<file path="src/design/greedy_window_nms_unit_macros.svh">
// Assertion helpers shared by the design files.
// Each macro expands to a labeled concurrent assertion in simulation and to
// nothing in synthesis.
`ifndef GREEDY_WINDOW_NMS_UNIT_MACROS_SVH
`define GREEDY_WINDOW_NMS_UNIT_MACROS_SVH

`ifndef SYNTHESIS

// Same-cycle implication: whenever ante holds, cons holds too
`define GWN_ASSERT_IMPLY(lbl, clk, rst, ante, cons) \
   lbl: assert property (@(posedge clk) disable iff (rst) (ante) |-> (cons)) \
      else $error("same-cycle implication check failed");

// Next-cycle implication: whenever ante holds, cons holds in the following cycle
`define GWN_ASSERT_NEXT(lbl, clk, rst, ante, cons) \
   lbl: assert property (@(posedge clk) disable iff (rst) (ante) |=> (cons)) \
      else $error("next-cycle implication check failed");

`else

`define GWN_ASSERT_IMPLY(lbl, clk, rst, ante, cons)
`define GWN_ASSERT_NEXT(lbl, clk, rst, ante, cons)

`endif

`endif

</file>
<file path="src/design/gwn_pkg.sv">
package gwn_pkg;

   // Request kinds carried on req_tuser
   typedef enum logic [1:0] {
      REQ_OFFER = 2'd0,
      REQ_READ  = 2'd1,
      REQ_CLEAR = 2'd2
   } req_kind_type;

   // Result status carried on rsp_tuser
   typedef enum logic [2:0] {
      ST_KEPT       = 3'd0,
      ST_SUPPRESSED = 3'd1,
      ST_COST_REJ   = 3'd2,
      ST_LIST_FULL  = 3'd3,
      ST_READ_OK    = 3'd4,
      ST_BAD_INDEX  = 3'd5,
      ST_CLEARED    = 3'd6
   } status_type;

   // Control register port
   localparam int CSR_IDX_W  = 2;
   localparam int CSR_DATA_W = 16;
   localparam logic [CSR_IDX_W-1:0] CSR_COST_THR    = 2'd0;
   localparam logic [CSR_IDX_W-1:0] CSR_OVERLAP_THR = 2'd1;

   localparam logic [15:0] COST_THR_RESET    = 16'hFFFF;
   localparam logic [8:0]  OVERLAP_THR_RESET = 9'd128;
   localparam logic [15:0] HIT_MAX           = 16'hFFFF;

   // Window geometry, left edge in the lowest bits
   typedef struct packed {
      logic [11:0]        h;
      logic [11:0]        w;
      logic signed [12:0] y;
      logic signed [12:0] x;
   } box_type;

   // One kept entry in the box memory
   typedef struct packed {
      logic [15:0] cost;
      box_type     box;
   } entry_type;

   // Request payload, win_x in the lowest bits
   typedef struct packed {
      logic [5:0]         read_index;
      logic [15:0]        win_cost;
      logic [11:0]        win_height;
      logic [11:0]        win_width;
      logic signed [12:0] win_y;
      logic signed [12:0] win_x;
   } req_data_type;

   // Result payload, entry_index in the lowest bits, padded to 96 bits
   typedef struct packed {
      logic               pad;
      logic [6:0]         kept_total;
      logic [15:0]        out_cost;
      logic [11:0]        out_height;
      logic [11:0]        out_width;
      logic signed [12:0] out_y;
      logic signed [12:0] out_x;
      logic [15:0]        hit_count;
      logic [5:0]         entry_index;
   } rsp_data_type;

   // Overlap pipeline status toward the sequencer
   typedef struct packed {
      logic busy;
      logic hit;
   } iou_status_type;

endpackage

</file>
<file path="src/design/gwn_iou_pipe.sv">
`include "greedy_window_nms_unit_macros.svh"

// Four-stage overlap test of one kept window per cycle against the candidate:
// bounds, products, union, threshold product; the match decision is taken
// from the last stage.
module gwn_iou_pipe #(
   parameter int TAG_W = 22
) (
   input  logic                     clock,
   input  logic                     reset,
   input  logic                     flush,
   input  logic                     in_valid,
   input  gwn_pkg::box_type         in_box,
   input  logic [TAG_W-1:0]         in_tag,
   input  gwn_pkg::box_type         cand,
   input  logic [8:0]               overlap_thr,
   output gwn_pkg::iou_status_type  status_out,
   output logic [TAG_W-1:0]         hit_tag
);
   import gwn_pkg::*;

   logic [23:0]        area_a_ff;

   logic signed [13:0] a_l, a_r, b_l, b_r, a_t, a_b, b_t, b_b;
   logic signed [13:0] x1, x2, y1, y2, dx_full, dy_full;
   logic               disj_in;

   logic               v2_ff, v3_ff, v4_ff, v5_ff;
   logic [11:0]        dx2_ff, dy2_ff;
   logic [23:0]        area_b2_ff;
   logic               disj2_ff, disj3_ff, disj4_ff, disj5_ff;
   logic [TAG_W-1:0]   tag2_ff, tag3_ff, tag4_ff, tag5_ff;
   logic [23:0]        inter3_ff, inter4_ff, inter5_ff;
   logic [24:0]        sum3_ff, union4_ff;
   logic [33:0]        prod5_ff, prod5_in;
   logic               match;

   // Candidate area stays fixed over a scan
   always_ff @(posedge clock) begin
      area_a_ff <= cand.w * cand.h;
   end

   // Intersection bounds of candidate and kept window
   always_comb begin
      a_l = $signed({cand.x[12], cand.x});
      a_t = $signed({cand.y[12], cand.y});
      b_l = $signed({in_box.x[12], in_box.x});
      b_t = $signed({in_box.y[12], in_box.y});
      a_r = a_l + $signed({2'b00, cand.w});
      a_b = a_t + $signed({2'b00, cand.h});
      b_r = b_l + $signed({2'b00, in_box.w});
      b_b = b_t + $signed({2'b00, in_box.h});
      x1 = (a_l > b_l) ? a_l : b_l;
      y1 = (a_t > b_t) ? a_t : b_t;
      x2 = (a_r < b_r) ? a_r : b_r;
      y2 = (a_b < b_b) ? a_b : b_b;
      dx_full = x2 - x1;
      dy_full = y2 - y1;
      disj_in = (x1 >= x2) || (y1 >= y2);
   end

   assign prod5_in = overlap_thr * union4_ff;

   // Advance valid flags, drop everything on flush
   always_ff @(posedge clock) begin
      if (reset) begin
         v2_ff <= 1'b0;
         v3_ff <= 1'b0;
         v4_ff <= 1'b0;
         v5_ff <= 1'b0;
      end else begin
         v2_ff <= in_valid && !flush;
         v3_ff <= v2_ff && !flush;
         v4_ff <= v3_ff && !flush;
         v5_ff <= v4_ff && !flush;
      end
   end

   // Stage payload
   always_ff @(posedge clock) begin
      dx2_ff     <= dx_full[11:0];
      dy2_ff     <= dy_full[11:0];
      area_b2_ff <= in_box.w * in_box.h;
      disj2_ff   <= disj_in;
      tag2_ff    <= in_tag;

      inter3_ff  <= dx2_ff * dy2_ff;
      sum3_ff    <= 25'(area_a_ff) + 25'(area_b2_ff);
      disj3_ff   <= disj2_ff;
      tag3_ff    <= tag2_ff;

      union4_ff  <= sum3_ff - 25'(inter3_ff);
      inter4_ff  <= inter3_ff;
      disj4_ff   <= disj3_ff;
      tag4_ff    <= tag3_ff;

      prod5_ff   <= prod5_in;
      inter5_ff  <= inter4_ff;
      disj5_ff   <= disj4_ff;
      tag5_ff    <= tag4_ff;
   end

   // Disjoint windows count as zero overlap
   assign match = disj5_ff ? (overlap_thr == 9'd0)
                           : ({2'b00, inter5_ff, 8'h00} >= prod5_ff);

   assign status_out.hit  = v5_ff && match;
   assign status_out.busy = v2_ff || v3_ff || v4_ff || v5_ff;
   assign hit_tag         = tag5_ff;

   `GWN_ASSERT_NEXT(a_flush_empties, clock, reset, flush, !status_out.busy)
   `GWN_ASSERT_IMPLY(a_stage_order, clock, reset, v5_ff, $past(v4_ff))
   `GWN_ASSERT_IMPLY(a_stage_order_mid, clock, reset, v4_ff, $past(v3_ff))

endmodule

</file>
<file path="config.mk">
export PLATFORM = sky130hd
export DESIGN_NAME = gwn_iou_pipe
export DESIGN_NICKNAME = d
export VERILOG_FILES = /design/src/design/gwn_pkg.sv /design/src/design/gwn_iou_pipe.sv
export VERILOG_INCLUDE_DIRS = /design/src /design/src/design
export SDC_FILE = /design/constraint.sdc
export NUM_CORES = 2
export LEC_CHECK = 0
export ABC_AREA = 1
export ABC_CLOCK_PERIOD_IN_PS = 8100
export BUFFER_PORTS_ARGS = -buffer_cell sky130_fd_sc_hd__buf_2
export CORE_MARGIN = 2
export CORE_UTILIZATION = 65
export CTS_CLUSTER_DIAMETER = 40
export DETAILED_ROUTE_END_ITERATION = 7
export GPL_TIMING_DRIVEN = 1
export PLACE_DENSITY = 0.83
export SETUP_SLACK_MARGIN = 0.3
export SLEW_MARGIN = 30
export SYNTH_ARGS = -nofsm -noshare
export SYNTH_HDL_FRONTEND = slang
export SYNTH_SLANG_ARGS = --single-unit
</file>
<file path="constraint.sdc">
create_clock -name clock -period 8.1 [get_ports clock]
set_input_delay 0.81 -clock clock [delete_from_list [all_inputs] [get_ports clock]]
set_output_delay 0.81 -clock clock [all_outputs]
set_load 0.005 [all_outputs]
</file>
Word level (Yosys, flattened, before mapping):

Cells that the tools add are included.

* flip-flop bits (word level): 324
* bits of input ports: 135
* output and inout bits: 24
* logic and storage cells: 57

* add/subtract/negate cells: 8
* multipliers: 4
* order comparisons: 7
* mux-type cells: 5
* reduce and logical (&&, ||, !) cells: 11

Operators with widths (count)
* 12-bit by 12-bit multiplier with 24-bit output: 3
* 13-bit by 13-bit adder with 14-bit output: 4
* 14-bit two-way mux: 4
* 32-bit by 34-bit >= comparator with 1-bit output: 1
* 9-bit by 25-bit multiplier with 34-bit output: 1
* 14-bit >= comparator: 2
* 14-bit < comparator: 2
* 13-bit greater-than comparator: 2
* 24-bit by 24-bit adder with 25-bit output: 1
* 25-bit by 24-bit subtractor with 25-bit output: 1
* 12-bit subtractor: 2
* 9-bit zero test: 1
* 1-bit logical AND: 5
* 1-bit logical OR: 4
* 1-bit zero test: 1
* 1-bit two-way mux: 1

Depth between registers and ports, before layout:

* depth after elaboration: 5
* mapped depth: 34
* gate-level depth less buffers: 33

Least setup slack after synthesis:

No wires, ideal clock.

* path type: in2reg
* start: in cand[39] (netlist bit)
* end: reg dy2_ff[10]
* library setup time: 0.123 ns
* arrival: 5.237 ns
* data required time: 7.977 ns
* setup slack: 2.740 ns
* stages: 31
* buffers on the path: 2
* cells stage by stage: clkbuf_1 -> inv_1 -> fa_1 -> nand3b_1 -> nand2_1 -> nand2_2 -> nand2_2 -> nand2_1 -> nand2_1 -> a21oi_1 -> o21ai_0 -> xor2_1 -> ha_1 -> a21o_1 -> a21oi_1 -> nand2_1 -> inv_2 -> nand3_2 -> buf_4 -> nand3_1 -> nand2_1 -> ha_1 -> fa_1 -> o21ai_0 -> inv_1 -> o21ai_0 -> nand3_1 -> nand2_1 -> a21o_1 -> a21oi_1 -> xor2_1

* word-level cells in the longest chain between the ends: 4

Ends and longest elaborated chain
* start: declaration: line gwn_iou_pipe.sv:15 `input gwn_pkg::box_type cand,`
* 13-bit by 13-bit adder with 14-bit output *: line gwn_iou_pipe.sv:50 `a_b = a_t + $signed({2'b00, cand.h});`
* 14-bit < comparator: line gwn_iou_pipe.sv:56 `y2 = (a_b < b_b) ? a_b : b_b;`
* 14-bit two-way mux *: line gwn_iou_pipe.sv:56
* 12-bit subtractor *: line gwn_iou_pipe.sv:58 `dy_full = y2 - y1;`
* named net dy_full[10]: line gwn_iou_pipe.sv:25 `logic signed [13:0] x1, x2, y1, y2, dx_full, dy_full;`
* end signal: assignment: line gwn_iou_pipe.sv:82 `dy2_ff <= dy_full[11:0];`
* end: declaration: line gwn_iou_pipe.sv:29 `logic [11:0] dx2_ff, dy2_ff;`

Mark *: on every way through the listed nets, which the timed path passes. The rest lies on a longest branch.
A chain may end at the register's enable or synchronous reset.

Final worst setup path:

* start: in cand[26] (netlist bit)
* end: reg dx2_ff[8]

* word-level cells in the longest chain between the ends: 4

Ends and longest elaborated chain
* 13-bit by 13-bit adder with 14-bit output *: line gwn_iou_pipe.sv:49 `a_r = a_l + $signed({2'b00, cand.w});`
* 14-bit < comparator: line gwn_iou_pipe.sv:55 `x2 = (a_r < b_r) ? a_r : b_r;`
* 14-bit two-way mux *: line gwn_iou_pipe.sv:55
* 12-bit subtractor *: line gwn_iou_pipe.sv:57 `dx_full = x2 - x1;`
* named net dx_full[8]: line gwn_iou_pipe.sv:25
* end signal: assignment: line gwn_iou_pipe.sv:81 `dx2_ff <= dx_full[11:0];`
* end: declaration: line gwn_iou_pipe.sv:29

Marked as above.

==> flow_summary.toml <==
[run_status]
outcome = "completed"

[floorplanning]
design.die.area_um2 = 58900
start_util = 0.656
fp-row-count = 87
chipHeight_um = 243
top_level_ports = 159
die_x_um = 243
core_um2 = 56400

[worst_hold_path]
timing.hold.worst_path_depth = 0
min-delay-path-class = "flip-flop to flip-flop"
min_delay_worst_endpoint = "inter5_ff[10]"
worstHoldStart = "inter4_ff[10]"

[sta]
setup_viol = 0
slew-limit-headroom = 0.440
clock_skew_ns = 0.0342
grt_setup_unrepaired = "no"
final_critical_path_setup_slack_ns = 2.16
maximum_operating_frequency_mhz = 168
final.setup.tns_ns = 0
finalHoldViolations = 0
hold_slack_ns = 0.318
finalCritPeriodShare = 0.733
slew_violations = 0
finalCriticalPeriod_ns = 5.94
worst-slew-pin-transition_ns = 0.831

[logic_synthesis]
postSynthCellCount = 4703
post-synth-top-count-cell = "sky130_fd_sc_hd__nand2_1"
avgSynthCellArea_um2 = 7.87
post_synth_xor_area_fraction = 0.0445
netlist_area_um2 = 37000
synth-adder-area-share = 0.408
synth_largest_area_cell = "sky130_fd_sc_hd__fa_1"
syn-num-nets = 5764
synth_top_area_share = 0.254
yosys_register_bits = 324
synth_simple_gate_area_share = 0.167
synthFlopType = "sky130_fd_sc_hd__dfxtp_1"
synth-warning-count = 0
edff_count_synth = 0
synth_compound_area_frac = 0.0780
synth_common_cells = "sky130_fd_sc_hd__nand2_1 (1146), sky130_fd_sc_hd__inv_1 (1076), sky130_fd_sc_hd__fa_1 (470), sky130_fd_sc_hd__ha_1 (456), sky130_fd_sc_hd__dfxtp_1 (324)"
synthArstFlopShare = 0
largest_family_of_logic_cells_by_synthesized_area = "adder cells"
share_of_synthesized_area_spent_on_multiplexers = 0
netlist-cell-type-count = 47
synth.yosys.seq_area_share = 0.175
synthTopCellsByArea = "sky130_fd_sc_hd__fa_1 (25%), sky130_fd_sc_hd__dfxtp_1 (18%), sky130_fd_sc_hd__ha_1 (15%)"

[global_routing]
grt_remaining_overflow = 0
first_global_vias = 30800
wire_length_of_the_first_global_routing_pass_um = 152000
antenna_found_initial = 1
pin_count_of_the_biggest_net_entering_global_routing = 49
grt_util_all_layers = 0.319

[routing]
dr_wl_met3_um = 6980
met2_wirelength_um = 43200
route.detailed.vias_per_inst = 5.40
routed_vias = 30000
routed.top_layer = "met4"
drt_drc_violations_left = 0
detail_route_antenna_nets = 0
detailedRoute.firstIterationViolations = 2042
routed_wirelength_normalized_by_instance_count_um = 16.5
met1_length_um = 37900
detail_route.first_pass.iterations = 5
postRouteWirelength_um = 91500

[placed_design]
dpl-instance-area_um2 = 38100
place_hpwl_um = 75300
placement.setup.worst_slack_ns = 1.74
port_buffers = 158
routabilityCongestion = 0.988

[worst_setup_path]
worst_r2r_path_depth = 19
critPathMaxStageDelay_ns = 0.42
critPathRequiredTime_ns = 8.57
slowest_stage = "sky130_fd_sc_hd__nand3_2"
cp-startpoint = "cand[26]"
worst_path_class_setup = "input port to flip-flop"
timing.reg2reg.setup_slack_ns = 2.52
critPathCaptureType = "flip-flop"
crit_top_cell = "sky130_fd_sc_hd__nand2_1"
regToRegStartpoint = "dy2_ff[3]"
crit-reg2reg-capture = "inter3_ff[21]"
worst_path_max_fanout = 24
endpoint_arrival_time_on_the_critical_path_ns = 6.41
worst_setup_path_start_kind = "input port"

[final_layout]
antennaDiodeCount = 0
area_growth_pct = 7.19
layout.cell_area.non_filler_um2 = 39700
drive_above_1_share = 0.0576
final_net_count = 5820

[clocking]
cts_inserted_buffers = 43
hold_buffers = 0
clock_latency_ns = 0.57
cts_resized = 0
cts_post_setup_buffers_inserted = 0
htree_levels = 2
tritoncts_clock_tree = "built"
cts.path.max_buffers = 3
clockRootBuffer = "sky130_fd_sc_hd__clkbuf_16"
clock_sinks = 324
path_clk_slew_ns = 0.06

[job]
timing.max_cap.violations = 0
[placed cells by master, fill, tap and decap left out, types with 10 or more instances in the layout]
cell type	Yosys	final
sky130_fd_sc_hd__nand2_1	1146	1146
sky130_fd_sc_hd__inv_1	1076	1076
sky130_fd_sc_hd__fa_1	470	470
sky130_fd_sc_hd__ha_1	456	456
sky130_fd_sc_hd__dfxtp_1	324	324
sky130_fd_sc_hd__a21oi_1	237	237
sky130_fd_sc_hd__o21ai_0	165	165
sky130_fd_sc_hd__buf_2	6	158
sky130_fd_sc_hd__nand3_1	157	157
sky130_fd_sc_hd__xor2_1	117	117
sky130_fd_sc_hd__nor2_1	114	114
sky130_fd_sc_hd__xnor2_1	71	71
sky130_fd_sc_hd__clkbuf_16	0	43
sky130_fd_sc_hd__nand4_1	35	35
sky130_fd_sc_hd__o21bai_1	24	24
sky130_fd_sc_hd__nor3_1	20	20
sky130_fd_sc_hd__a31oi_1	20	20
sky130_fd_sc_hd__a21o_1	16	16
sky130_fd_sc_hd__nor4_1	12	12
sky130_fd_sc_hd__nand2_2	12	12
sky130_fd_sc_hd__a211oi_1	10	10
[routing by layer]
metal	track usage	vias to the layer above
met2	0.538	1101
met1	0.417	14300
met5	0	-
met3	0.0491	201
met4	0.120	0
li1	-	14400
[kinds of logic after synthesis]
logic type                 Yosys count
AOI/OAI and AO/OA                  519
xor gates and xnor gates           188
adders and majority gates          926
buffers and inverters             1228
DFF                                324
and+or+nand+nor                   1518
[critical path, delay by kind of cell]
kind	cells	cell delay (ns)
adder cells (fa/ha/maj)	5	1.63
buffers and inverters	6	0.70
AND/OR/NAND/NOR	10	1.46
AO/OA/AOI/OAI	7	1.39
XOR/XNOR	2	0.40
[how the worst max path moves through the flow]
stage,endpoint,depth (start not counted),slack [ns]
after global placement,dx2_ff[8],30,1.85
after global routing,dx2_ff[10],30,1.75
after detailed placement,dx2_ff[8],30,1.74
after floorplan,dy2_ff[10],31,2.74
after CTS,dx2_ff[10],30,2.27
final,dx2_ff[8],30,2.16
[final cells by class]
cell class	instances	area [um^2]
Clock buffer	51	1170
Fill cell	4435	16700
Timing Repair Buffer	161	813
Multi-Input combinational cell	3151	25800
Inverter	1078	4050
Tap cell	756	946
Sequential cell	324	6490
Clock inverter	29	380
[per-stage QoR]
step | utilization | cells
2_1_floorplan | - | 4703
3_3_place_gp | 0.676 | 5470
3_5_place_dp | 0.676 | 5470
4_1_cts | 0.704 | 5550
5_1_grt | 0.704 | 5550
6_report | 0.704 | 5550
[flip-flops by register name, summed over array words and instances (netlist names)]
register,count
disj3_ff,1
tag3_ff,22
disj5_ff,1
area_b2_ff,24
inter5_ff,24
tag4_ff,22
disj4_ff,1
dy2_ff,12
v3_ff,1
inter3_ff,24
dx2_ff,12
inter4_ff,24
area_a_ff,24
hit_tag,22
v2_ff,1
sum3_ff,25
prod5_ff,34
v5_ff,1
disj2_ff,1
tag2_ff,22
v4_ff,1
union4_ff,25
Power is left out: the tool's default activity adds up to more than one toggle a clock period on the data nets, which glitch-free logic cannot reach.
